<file path="config.mk">
export PLATFORM = sky130hd
export DESIGN_NAME = radial_sphere_voxel_generator_unit
export DESIGN_NICKNAME = d
export VERILOG_FILES = /design/src/rtl/rsv_pkg.sv /design/src/rtl/rsv_front.sv /design/src/rtl/rsv_queue.sv /design/src/rtl/rsv_back.sv /design/src/rtl/radial_sphere_voxel_generator_unit.sv
export SDC_FILE = /design/constraint.sdc
export NUM_CORES = 2
export LEC_CHECK = 0
export ABC_AREA = 0
export BUFFER_PORTS_ARGS = -buffer_cell sky130_fd_sc_hd__buf_2
export CAP_MARGIN = 20
export CORE_ASPECT_RATIO = 1.25
export CORE_UTILIZATION = 45
export CTS_CLUSTER_DIAMETER = 40
export DETAILED_ROUTE_END_ITERATION = 16
export HOLD_SLACK_MARGIN = 0.03
export SETUP_SLACK_MARGIN = 0.5
export SLEW_MARGIN = 5
export SYNTH_ARGS = -nofsm -noshare
export SYNTH_HDL_FRONTEND = slang
export SYNTH_SLANG_ARGS = --single-unit
</file>
<file path="constraint.sdc">
create_clock -name clk -period 158.9 [get_ports clk]
set_input_delay 15.89 -clock clk [delete_from_list [all_inputs] [get_ports clk]]
set_output_delay 15.89 -clock clk [all_outputs]
set_load 0.005 [all_outputs]
</file>
<file path="src/rtl/rsv_pkg.sv">
// ----------------------------------------------------------------------------
// Radial sphere voxel generator package
// Shared widths, register indexes and the queue entry type.
// ----------------------------------------------------------------------------
package rsv_pkg;

  localparam int COORD_BITS  = 10;
  localparam int FRAC_BITS   = 8;
  localparam int DIM_BITS    = 11;
  localparam int INDEX_BITS  = 30;
  localparam int DENS_BITS   = 8;
  localparam int SUM_BITS    = 2 * COORD_BITS;
  localparam int ROOT_BITS   = COORD_BITS + FRAC_BITS;
  localparam int REM_BITS    = 2 * ROOT_BITS + 2;
  localparam int DIV_BITS    = ROOT_BITS + DENS_BITS;
  localparam int QUEUE_DEPTH = 4;
  localparam int QPTR_BITS   = $clog2(QUEUE_DEPTH);

  localparam logic [1:0] CFG_DIM_X = 2'd0;
  localparam logic [1:0] CFG_DIM_Y = 2'd1;
  localparam logic [1:0] CFG_DIM_Z = 2'd2;

  localparam logic [DIM_BITS-1:0] DIM_RESET = DIM_BITS'(64);

  typedef struct packed {
    logic [INDEX_BITS-1:0] index;
    logic [SUM_BITS-1:0]   sum;
    logic [COORD_BITS-1:0] radius;
    logic                  zero;
    logic                  in_sphere;
  } item_t;

endpackage

</file>
<file path="src/rtl/rsv_front.sv">
// ----------------------------------------------------------------------------
// Radial sphere voxel generator front end
// Holds the extents, forms the address and squared distance and classifies
// each voxel against the sphere radius.
// ----------------------------------------------------------------------------
module rsv_front (
  input  logic                           clk,
  input  logic                           rst,
  input  logic                           cfg_write,
  input  logic [1:0]                     cfg_index,
  input  logic [rsv_pkg::DIM_BITS-1:0]   cfg_data,
  input  logic                           in_valid,
  output logic                           in_ready,
  input  logic [rsv_pkg::COORD_BITS-1:0] coord_x,
  input  logic [rsv_pkg::COORD_BITS-1:0] coord_y,
  input  logic [rsv_pkg::COORD_BITS-1:0] coord_z,
  input  logic                           full,
  output logic                           push,
  output rsv_pkg::item_t                 push_item
);
  import rsv_pkg::*;

  logic [DIM_BITS-1:0]     dim_x, dim_y, dim_z;
  logic [2*DIM_BITS-1:0]   dxdy;
  logic [SUM_BITS-1:0]     rr;
  logic [COORD_BITS-1:0]   radius;
  logic                    adv;
  logic                    v0, v1, v2;
  logic [COORD_BITS-1:0]   x0, y0, z0, x1;
  logic [COORD_BITS-1:0]   dx, dy, dz;
  logic [2*COORD_BITS:0]   ydx1;
  logic [INDEX_BITS-1:0]   zp1;
  logic [31:0]             zprod;
  logic [SUM_BITS-1:0]     sqx1, sqy1, sqz1;
  logic [SUM_BITS+1:0]     sum;
  item_t                   item2;

  function automatic logic [COORD_BITS-1:0] abs_diff(logic [COORD_BITS-1:0] a,
                                                      logic [COORD_BITS-1:0] b);
    return (a >= b) ? a - b : b - a;
  endfunction

  assign radius = dim_z[DIM_BITS-1:1];

  always_ff @(posedge clk) begin
    if (rst) begin
      dim_x <= DIM_RESET;
      dim_y <= DIM_RESET;
      dim_z <= DIM_RESET;
    end else if (cfg_write) begin
      case (cfg_index)
        CFG_DIM_X: dim_x <= cfg_data;
        CFG_DIM_Y: dim_y <= cfg_data;
        CFG_DIM_Z: dim_z <= cfg_data;
        default: ;
      endcase
    end
  end

  always_ff @(posedge clk) begin
    dxdy <= {{DIM_BITS{1'b0}}, dim_x} * {{DIM_BITS{1'b0}}, dim_y};
    rr   <= {{COORD_BITS{1'b0}}, radius} * {{COORD_BITS{1'b0}}, radius};
  end

  assign adv       = !v2 || !full;
  assign in_ready  = adv;
  assign push      = v2 && !full;
  assign push_item = item2;

  always_ff @(posedge clk) begin
    if (rst) begin
      v0 <= 1'b0;
      v1 <= 1'b0;
      v2 <= 1'b0;
    end else if (adv) begin
      v0 <= in_valid;
      v1 <= v0;
      v2 <= v1;
    end
  end

  assign dx    = abs_diff(dim_x[DIM_BITS-1:1], x0);
  assign dy    = abs_diff(dim_y[DIM_BITS-1:1], y0);
  assign dz    = abs_diff(radius, z0);
  assign zprod = {{(32-COORD_BITS){1'b0}}, z0} * {{(32-2*DIM_BITS){1'b0}}, dxdy};
  assign sum   = (SUM_BITS+2)'(sqx1) + (SUM_BITS+2)'(sqy1) + (SUM_BITS+2)'(sqz1);

  always_ff @(posedge clk) begin
    if (adv) begin
      x0   <= coord_x;
      y0   <= coord_y;
      z0   <= coord_z;
      x1   <= x0;
      ydx1 <= {{(COORD_BITS+1){1'b0}}, y0} * {{COORD_BITS{1'b0}}, dim_x};
      zp1  <= zprod[INDEX_BITS-1:0];
      sqx1 <= {{COORD_BITS{1'b0}}, dx} * {{COORD_BITS{1'b0}}, dx};
      sqy1 <= {{COORD_BITS{1'b0}}, dy} * {{COORD_BITS{1'b0}}, dy};
      sqz1 <= {{COORD_BITS{1'b0}}, dz} * {{COORD_BITS{1'b0}}, dz};
      item2.index     <= INDEX_BITS'(x1) + INDEX_BITS'(ydx1) + zp1;
      item2.sum       <= sum[SUM_BITS-1:0];
      item2.radius    <= radius;
      item2.zero      <= (radius == '0);
      item2.in_sphere <= (sum < {2'b0, rr});
    end
  end

endmodule

</file>
<file path="src/rtl/rsv_queue.sv">
// ----------------------------------------------------------------------------
// Radial sphere voxel generator queue
// Short first-in first-out buffer between the front end and the back end.
// ----------------------------------------------------------------------------
module rsv_queue (
  input  logic           clk,
  input  logic           rst,
  input  logic           push,
  input  rsv_pkg::item_t push_item,
  output logic           full,
  input  logic           pop,
  output logic           empty,
  output rsv_pkg::item_t pop_item
);
  import rsv_pkg::*;

  item_t                mem [0:QUEUE_DEPTH-1];
  logic [QPTR_BITS-1:0] wptr, rptr;
  logic [QPTR_BITS:0]   count;

  assign full     = (count == (QPTR_BITS+1)'(QUEUE_DEPTH));
  assign empty    = (count == '0);
  assign pop_item = mem[rptr];

  always_ff @(posedge clk) begin
    if (push) begin
      mem[wptr] <= push_item;
    end
  end

  always_ff @(posedge clk) begin
    if (rst) begin
      wptr  <= '0;
      rptr  <= '0;
      count <= '0;
    end else begin
      if (push) begin
        wptr <= wptr + 1'b1;
      end
      if (pop) begin
        rptr <= rptr + 1'b1;
      end
      if (push && !pop) begin
        count <= count + 1'b1;
      end else if (pop && !push) begin
        count <= count - 1'b1;
      end
    end
  end

endmodule

</file>
<file path="src/rtl/rsv_back.sv">
// ----------------------------------------------------------------------------
// Radial sphere voxel generator back end
// Pipelined square root of the squared distance, one root bit per stage,
// then a pipelined divide that scales the distance into a density.
// ----------------------------------------------------------------------------
module rsv_back (
  input  logic                           clk,
  input  logic                           rst,
  input  logic                           empty,
  input  rsv_pkg::item_t                 pop_item,
  output logic                           pop,
  output logic                           out_valid,
  input  logic                           out_ready,
  output logic [rsv_pkg::INDEX_BITS-1:0] voxel_index,
  output logic [rsv_pkg::DENS_BITS-1:0]  density,
  output logic                           zero_radius
);
  import rsv_pkg::*;

  logic                  adv;
  logic [ROOT_BITS:0]    svalid;
  logic [REM_BITS-1:0]   srem  [0:ROOT_BITS];
  logic [ROOT_BITS-1:0]  sroot [0:ROOT_BITS];
  item_t                 smeta [0:ROOT_BITS];
  logic [DENS_BITS:0]    dvalid;
  logic [DIV_BITS-1:0]   drem  [0:DENS_BITS];
  logic [ROOT_BITS-1:0]  dr    [0:DENS_BITS];
  logic [DENS_BITS-1:0]  dq    [0:DENS_BITS];
  item_t                 dmeta [0:DENS_BITS];
  logic [ROOT_BITS-1:0]  rfix, num;

  assign adv = !dvalid[DENS_BITS] || out_ready;
  assign pop = adv && !empty;

  always_ff @(posedge clk) begin
    if (rst) begin
      svalid <= '0;
      dvalid <= '0;
    end else if (adv) begin
      svalid <= {svalid[ROOT_BITS-1:0], !empty};
      dvalid <= {dvalid[DENS_BITS-1:0], svalid[ROOT_BITS]};
    end
  end

  always_ff @(posedge clk) begin
    if (adv) begin
      srem[0]  <= {2'b0, (pop_item.in_sphere ? pop_item.sum : {SUM_BITS{1'b0}}),
                   {(2*FRAC_BITS){1'b0}}};
      sroot[0] <= '0;
      smeta[0] <= pop_item;
    end
  end

  for (genvar k = 0; k < ROOT_BITS; k++) begin : g_sqrt
    localparam int B = ROOT_BITS - 1 - k;
    logic [REM_BITS-1:0] trial;
    assign trial = ({{(REM_BITS-ROOT_BITS){1'b0}}, sroot[k]} << (B + 1))
                 + ({{(REM_BITS-1){1'b0}}, 1'b1} << (2 * B));
    always_ff @(posedge clk) begin
      if (adv) begin
        smeta[k+1] <= smeta[k];
        if (srem[k] >= trial) begin
          srem[k+1]  <= srem[k] - trial;
          sroot[k+1] <= sroot[k] | ({{(ROOT_BITS-1){1'b0}}, 1'b1} << B);
        end else begin
          srem[k+1]  <= srem[k];
          sroot[k+1] <= sroot[k];
        end
      end
    end
  end

  assign rfix = {smeta[ROOT_BITS].radius, {FRAC_BITS{1'b0}}};
  assign num  = rfix - sroot[ROOT_BITS];

  always_ff @(posedge clk) begin
    if (adv) begin
      drem[0]  <= {num, {DENS_BITS{1'b0}}} - {{DENS_BITS{1'b0}}, num};
      dr[0]    <= rfix;
      dq[0]    <= '0;
      dmeta[0] <= smeta[ROOT_BITS];
    end
  end

  for (genvar j = 0; j < DENS_BITS; j++) begin : g_div
    localparam int B = DENS_BITS - 1 - j;
    logic [DIV_BITS-1:0] cmp;
    assign cmp = {{DENS_BITS{1'b0}}, dr[j]} << B;
    always_ff @(posedge clk) begin
      if (adv) begin
        dmeta[j+1] <= dmeta[j];
        dr[j+1]    <= dr[j];
        if (drem[j] >= cmp) begin
          drem[j+1] <= drem[j] - cmp;
          dq[j+1]   <= dq[j] | ({{(DENS_BITS-1){1'b0}}, 1'b1} << B);
        end else begin
          drem[j+1] <= drem[j];
          dq[j+1]   <= dq[j];
        end
      end
    end
  end

  assign out_valid   = dvalid[DENS_BITS];
  assign voxel_index = dmeta[DENS_BITS].index;
  assign zero_radius = dmeta[DENS_BITS].zero;
  assign density     = (dmeta[DENS_BITS].in_sphere && !dmeta[DENS_BITS].zero)
                     ? dq[DENS_BITS] : '0;

endmodule

</file>
<file path="src/rtl/radial_sphere_voxel_generator_unit.sv">
// ----------------------------------------------------------------------------
// Radial sphere voxel generator
// Gives the linear address and a radial density for each voxel coordinate.
// ----------------------------------------------------------------------------
// The input channel takes one coordinate request (coord_x, coord_y, coord_z)
// per cycle when nothing stalls, on in_valid/in_ready. The output channel
// returns one result per request, in order, on out_valid/out_ready:
// voxel_index, density and zero_radius.
// The extents dim_x, dim_y and dim_z are written through cfg_write, cfg_index
// and cfg_data; the user must write them only while no request is in flight,
// as the block does not enforce it. Throughput is one request per cycle when
// nothing stalls. The accepting edge loads the first of three front-end
// stages; the request then passes the queue, a load stage and one stage per
// root bit of the square root, and a load stage and one stage per density
// bit of the divide before its result is valid.
// Reset loads all three extents with 64 and empties every stage and the queue.
// When the receiver stalls, the back-end pipeline holds, the queue fills and
// then in_ready drops; no request is lost.
// ----------------------------------------------------------------------------
module radial_sphere_voxel_generator_unit (
  input  logic                           clk,
  input  logic                           rst,
  input  logic                           cfg_write,
  input  logic [1:0]                     cfg_index,
  input  logic [rsv_pkg::DIM_BITS-1:0]   cfg_data,
  input  logic                           in_valid,
  output logic                           in_ready,
  input  logic [rsv_pkg::COORD_BITS-1:0] coord_x,
  input  logic [rsv_pkg::COORD_BITS-1:0] coord_y,
  input  logic [rsv_pkg::COORD_BITS-1:0] coord_z,
  output logic                           out_valid,
  input  logic                           out_ready,
  output logic [rsv_pkg::INDEX_BITS-1:0] voxel_index,
  output logic [rsv_pkg::DENS_BITS-1:0]  density,
  output logic                           zero_radius
);
  import rsv_pkg::*;

  logic  push, pop, full, empty;
  item_t push_item, pop_item;

  rsv_front u_front (
    .clk, .rst, .cfg_write, .cfg_index, .cfg_data,
    .in_valid, .in_ready, .coord_x, .coord_y, .coord_z,
    .full, .push, .push_item
  );

  rsv_queue u_queue (
    .clk, .rst, .push, .push_item, .full, .pop, .empty, .pop_item
  );

  rsv_back u_back (
    .clk, .rst, .empty, .pop_item, .pop,
    .out_valid, .out_ready, .voxel_index, .density, .zero_radius
  );

endmodule

</file>
# ---- Word-level counts from Yosys, hierarchy flattened
# Memories as Yosys holds them, arrays and structs flattened. A register that Yosys moved wholly into a read port is not among the register bits.
# Cells that the tools add are included.
dict set report totals {
  regBits 326
  ramBits 3516
  input_bits 48
  output_inout_bits 41
  wordCells 429
  mem_count 8
}
dict set report classes {
  n_addsub 60
  n_mul 7
  magnitude_cmp 30
  eq_ne 3
  muxes 221
  bitwise_logic 52
  reduce_logical 21
}
# name words width rd rd_ports_with_merged_regs wr line_no
set mem_list {}
lappend mem_list {u_back.smeta 19 62 19 0 19 rsv_back.sv:24} ;# item_t smeta [0:ROOT_BITS];
lappend mem_list {u_back.srem 19 38 18 0 19 rsv_back.sv:22} ;# logic [REM_BITS-1:0] srem [0:ROOT_BITS];
lappend mem_list {u_back.dmeta 9 62 9 0 9 rsv_back.sv:29} ;# item_t dmeta [0:DENS_BITS];
lappend mem_list {u_back.sroot 19 18 19 0 19 rsv_back.sv:23} ;# logic [ROOT_BITS-1:0] sroot [0:ROOT_BITS];
lappend mem_list {u_queue.mem 4 62 1 1 1 rsv_queue.sv:17} ;# item_t mem [0:QUEUE_DEPTH-1];
lappend mem_list {u_back.drem 9 26 8 0 9 rsv_back.sv:26} ;# logic [DIV_BITS-1:0] drem [0:DENS_BITS];
lappend mem_list {{+2 memories} - - - - - -}
# cell count
set ops {}
lappend ops {{38-bit >= comparator} 18}
lappend ops {{38-bit 2-to-1 mux} 18}
lappend ops {{38-bit subtractor} 18}
lappend ops {{18-bit 2-to-1 mux} 18}
lappend ops {{26-bit 2-to-1 mux} 8}
lappend ops {{1-bit 2-to-1 mux} 160}
lappend ops {{10-bit by 10-bit multiplier with 20-bit output} 4}
lappend ops {{8-bit 2-to-1 mux} 9}
lappend ops {{10-bit subtractor} 6}
lappend ops {{1-bit bitwise OR} 52}
lappend ops {{26-bit by 18-bit subtractor with 26-bit output} 2}
lappend ops {{36-bit by 35-bit adder with 37-bit output (second input constant)} 1}
lappend ops {{35-bit by 33-bit adder with 36-bit output (second input constant)} 1}
lappend ops {{34-bit by 31-bit adder with 35-bit output (second input constant)} 1}
lappend ops {{33-bit by 29-bit adder with 34-bit output (second input constant)} 1}
lappend ops {{32-bit by 27-bit adder with 33-bit output (second input constant)} 1}
lappend ops {{31-bit by 25-bit adder with 32-bit output (second input constant)} 1}
lappend ops {{30-bit by 23-bit adder with 31-bit output (second input constant)} 1}
lappend ops {{29-bit by 21-bit adder with 30-bit output (second input constant)} 1}
lappend ops {{30-bit adder} 1}
lappend ops {{10-bit >= comparator} 3}
lappend ops {{10-bit by 22-bit multiplier with 30-bit output} 1}
lappend ops {{10-bit 2-to-1 mux} 3}
lappend ops {{28-bit by 19-bit adder with 29-bit output (second input constant)} 1}
lappend ops {{48 further kinds} 64}

# ---- Longest topological paths before layout
dict set report depth {
  depth_word 7
  ltp_mapped 36
  depth_no_buf 33
}

# ---- By module
# A second synthesis with hierarchy kept.
dict set report unflattened {
  hier_cells 9410
  hier_area_um2 128821.0
}
# module instances cells_each area_per_inst_um2 seq_area_each_um2
set by_module_without_submodules {}
lappend by_module_without_submodules {rsv_back 1 5072 80900.1 61308.8}
lappend by_module_without_submodules {rsv_front 1 3970 38475.7 7827.5}
lappend by_module_without_submodules {rsv_queue 1 368 9445.3 7627.3}

# ---- Worst setup path before layout
# No wires, ideal clock.
dict set report synth_path {
  kind {input to register}
  start {input out_ready}
  end {memory u_back.dmeta[0][0] in the netlist's numbering (enable)}
  t_arrival_ns 70.794
  required_time_ns 155.716
  path_slack_ns 84.921
  cell_stages 4
  cell_sequence {nor2b_1 clkbuf_1 inv_1 clkbuf_1}
}
# element line_no
set synth_lines {}
lappend synth_lines {{start, declared} radial_sphere_voxel_generator_unit.sv:32} ;# input logic out_ready,
lappend synth_lines {{end, declared} rsv_back.sv:29}

==> results.yml <==
clocking:
  cts_tree: "done"
  cts_sinks: 2594
  clk_latency_ps: 850
  cts.path.max_buffers: 4
  htreeDepth: 5
  clk_pin_slew_ps: 50
  cts_root_buf: "clkbuf_16"
  numCtsBuffers: 332
  cts_hold_buf: 0
  post_cts_resized: 0
  cts_setup_buffers: 0
sta:
  period_share_pct: 14.4
  hold_violations: 0
  tns_ps: 0
  finalSetupViolCount: 0
  rsz0062_at_grt: "no"
  max_freq_mhz: 43.7
  min_period_ps: 22880
  worst_pin_slew_ps: 1120
  finalClockSkew_ps: 73.7
  slew_headroom_pct: 24.2
  final_max_slew_viol_count: 0
  final.hold.worst_slack_ps: 371
placed_design:
  placedInstanceArea_sq_um: 133000
  gp_congestion: 0.877
  numPlacedInstances: 13100
  dp_hpwl_mm: 172
  placement.io_buffers: 88
grt:
  grt.overflow.total: 0
  antenna_found_initial: 2
  track_usage_pct: 16.8
  grt_pass1_vias: 74200
  grt_max_degree: 195
  grt_pass1_wl_mm: 386
synth:
  syn_area_per_cell_sq_um: 13.6
  yosys_register_bits: 2594
  synth.area.top_cells: "edfxtp_1, fa_1, ha_1"
  synth_edf_count: 2481
  synth.distinct_cells: 102
  synth-main-ff-cell: "edfxtp_1"
  synth-seq-area-share_pct: 59.8
  synth_nets: 10800
  synth.top_cell.area_share_pct: 58.0
  synthCells: 9439
  ys_warn_count: 0
  synth_area_sq_um: 128000
  yosys.area.top_type: "edfxtp_1"
  async_reset_ff_share_pct: 0
worst_setup_path:
  crit_path_start_kind: "primary input"
  crit_required_ps: 159370
  crit_type: "primary input to flip-flop"
  crit_fanout: 170
  crit_arrival_ps: 23350
  worst_setup_path_end_kind: "flip-flop"
run:
  cap_violations: 0
detailed_routing:
  drt-total-wl_mm: 241
  vias: 70800
  drtIter0Drc: 4109
  dr.pass1.iters: 5
  ant_nets: 0
  post_drt_via_cell_ratio: 5.15
  drcViolationCount: 0
  wl_per_cell_um: 17.5
finish:
  drive_gt1_share_pct: 9.19
  nets: 11100
  fin_cells: 13700
  multiInputGateArea_sq_um: 46600
  finalInstanceArea_sq_um: 144000
  area_growth_pct: 12.4
  regArea_sq_um: 76800
  fillers: 23900
floorplan:
  initial_utilization_pct: 45.4
  die_y_um: 599
  ios: 89
  fp.dieW_um: 480
  core-area_sq_um: 283000
  row_count: 218
  die_area_sq_um: 288000
min_path:
  hp-class: "flip-flop to flip-flop"
outcome:
  outcome: "completed"
power_and_ir_drop:
  power_density_nw_per_um2: 21.8
  vdd_drop_max_v: 0.0000302
  leakage_uw: 0.0592
-- Yosys cell counts (169+ instances only) --
cell type,n
inv_1,1089
nor3_1,172
fa_1,520
nand2_1,717
o21ai_0,250
ha_1,788
xnor2_1,369
edfxtp_1,2481
xor2_1,233
a21oi_1,378
and2_1,169
nor2_1,541
-- final cells by class --
class	count	share of cell area, %
inverter	1103	2.88
multi-input combinational	5522	32.3
timing repair buffer	178	0.825
antenna	1	0.00173
clock inverter	223	1.62
clock buffer	376	5.99
sequential	2594	53.2
tap	3740	3.24
-- per-stage QoR --
step                      setup slack [ps]  power, uW  util [%]
after global placement              135260       2400      47.1
after detailed placement            135030       2430      47.1
after global routing                135400       3380      51.0
after CTS                           135980       3180      51.0
after floorplan                      84920       2090         -
final                               136020       3150      51.0
-- cell families after synthesis --
logic type | synth area share, %
multiplexers | 1.98
AND/OR/NAND/NOR | 8.30
adder cells (fa/ha/maj) | 15.8
AO/OA/AOI/OAI | 6.07
flip-flops | 59.8
buffers and inverters | 4.00
XOR/XNOR | 4.12
-- worst paths after layout --
| check | slack (ps) | cells after the start | to | start |
|---|---|---|---|---|
| max | 136020 | 12 | u_back.dmeta[0][308]$_DFFE_PP_ | out_ready |
| min | 370 | 0 | u_back.srem[0][71]$_DFFE_PP_ | u_back.srem[0][33]$_SDFFCE_PN0P_ |
| max reg2reg | 149330 | 29 | u_front.sqx1[19]$_DFFE_PP_ | u_front.dim_x[1]$_SDFFE_PP0P_ |
| min reg2reg | 370 | 0 | u_back.srem[0][71]$_DFFE_PP_ | u_back.srem[0][33]$_SDFFCE_PN0P_ |
-- routing by layer --
layer / up-vias / share of wire [%] / wire [um] / GRT usage (%)
li1: 34100 / - / - / -
met1: 34900 / 39 / 94800 / 19.0
met2: 1241 / 53 / 127000 / 31.3
met4: 0 / 4.2 / 10100 / 7.26
met3: 526 / 3.5 / 8410 / 2.37
met5: - / 0 / 0 / 0
-- cell usage in the layout, fill, tap and decap left out, types with 83 or more instances in the layout --
master	count
nor2_1	541
xnor2_1	369
o21ai_0	249
nor3_1	171
a21o_1	105
nor4_1	83
clkbuf_16	339
nand2_1	717
dfxtp_1	111
xor2_1	233
inv_1	1087
and2_1	165
fa_1	520
a21oi_1	378
nand3_1	109
edfxtp_1	2481
buf_2	88
ha_1	788
-- report_power, final --
part / switching [uW] / total, uW / internal (uW) / leakage, uW
Combinational: 680 / 1180 / 501 / 0.0276
Clock: 288 / 732 / 444 / 0.00533
Sequential: 118 / 1230 / 1110 / 0.0263
-- flip-flops by register name, summed over array words and instances (netlist names), 21 cells and up, named ones only --
signal             flops
u_back.dmeta         368
u_back.dq             36
u_back.drem          208
u_back.smeta         798
u_back.srem          442
u_back.sroot         171
u_front.dxdy          22
u_front.push_item     62
u_front.ydx1          21
u_front.zp1           30
u_queue.mem          248
-- worst max-delay path, cell delays in order --
cell     delay (ps)
buf_2           140
nor2b_4          80
buf_4           270
inv_8           320
buf_12          670
buf_4           570
buf_4           630
buf_4           870
buf_4           800
buf_4           830
buf_4           850
buf_4           910
(Power assumes the default switching activity.)
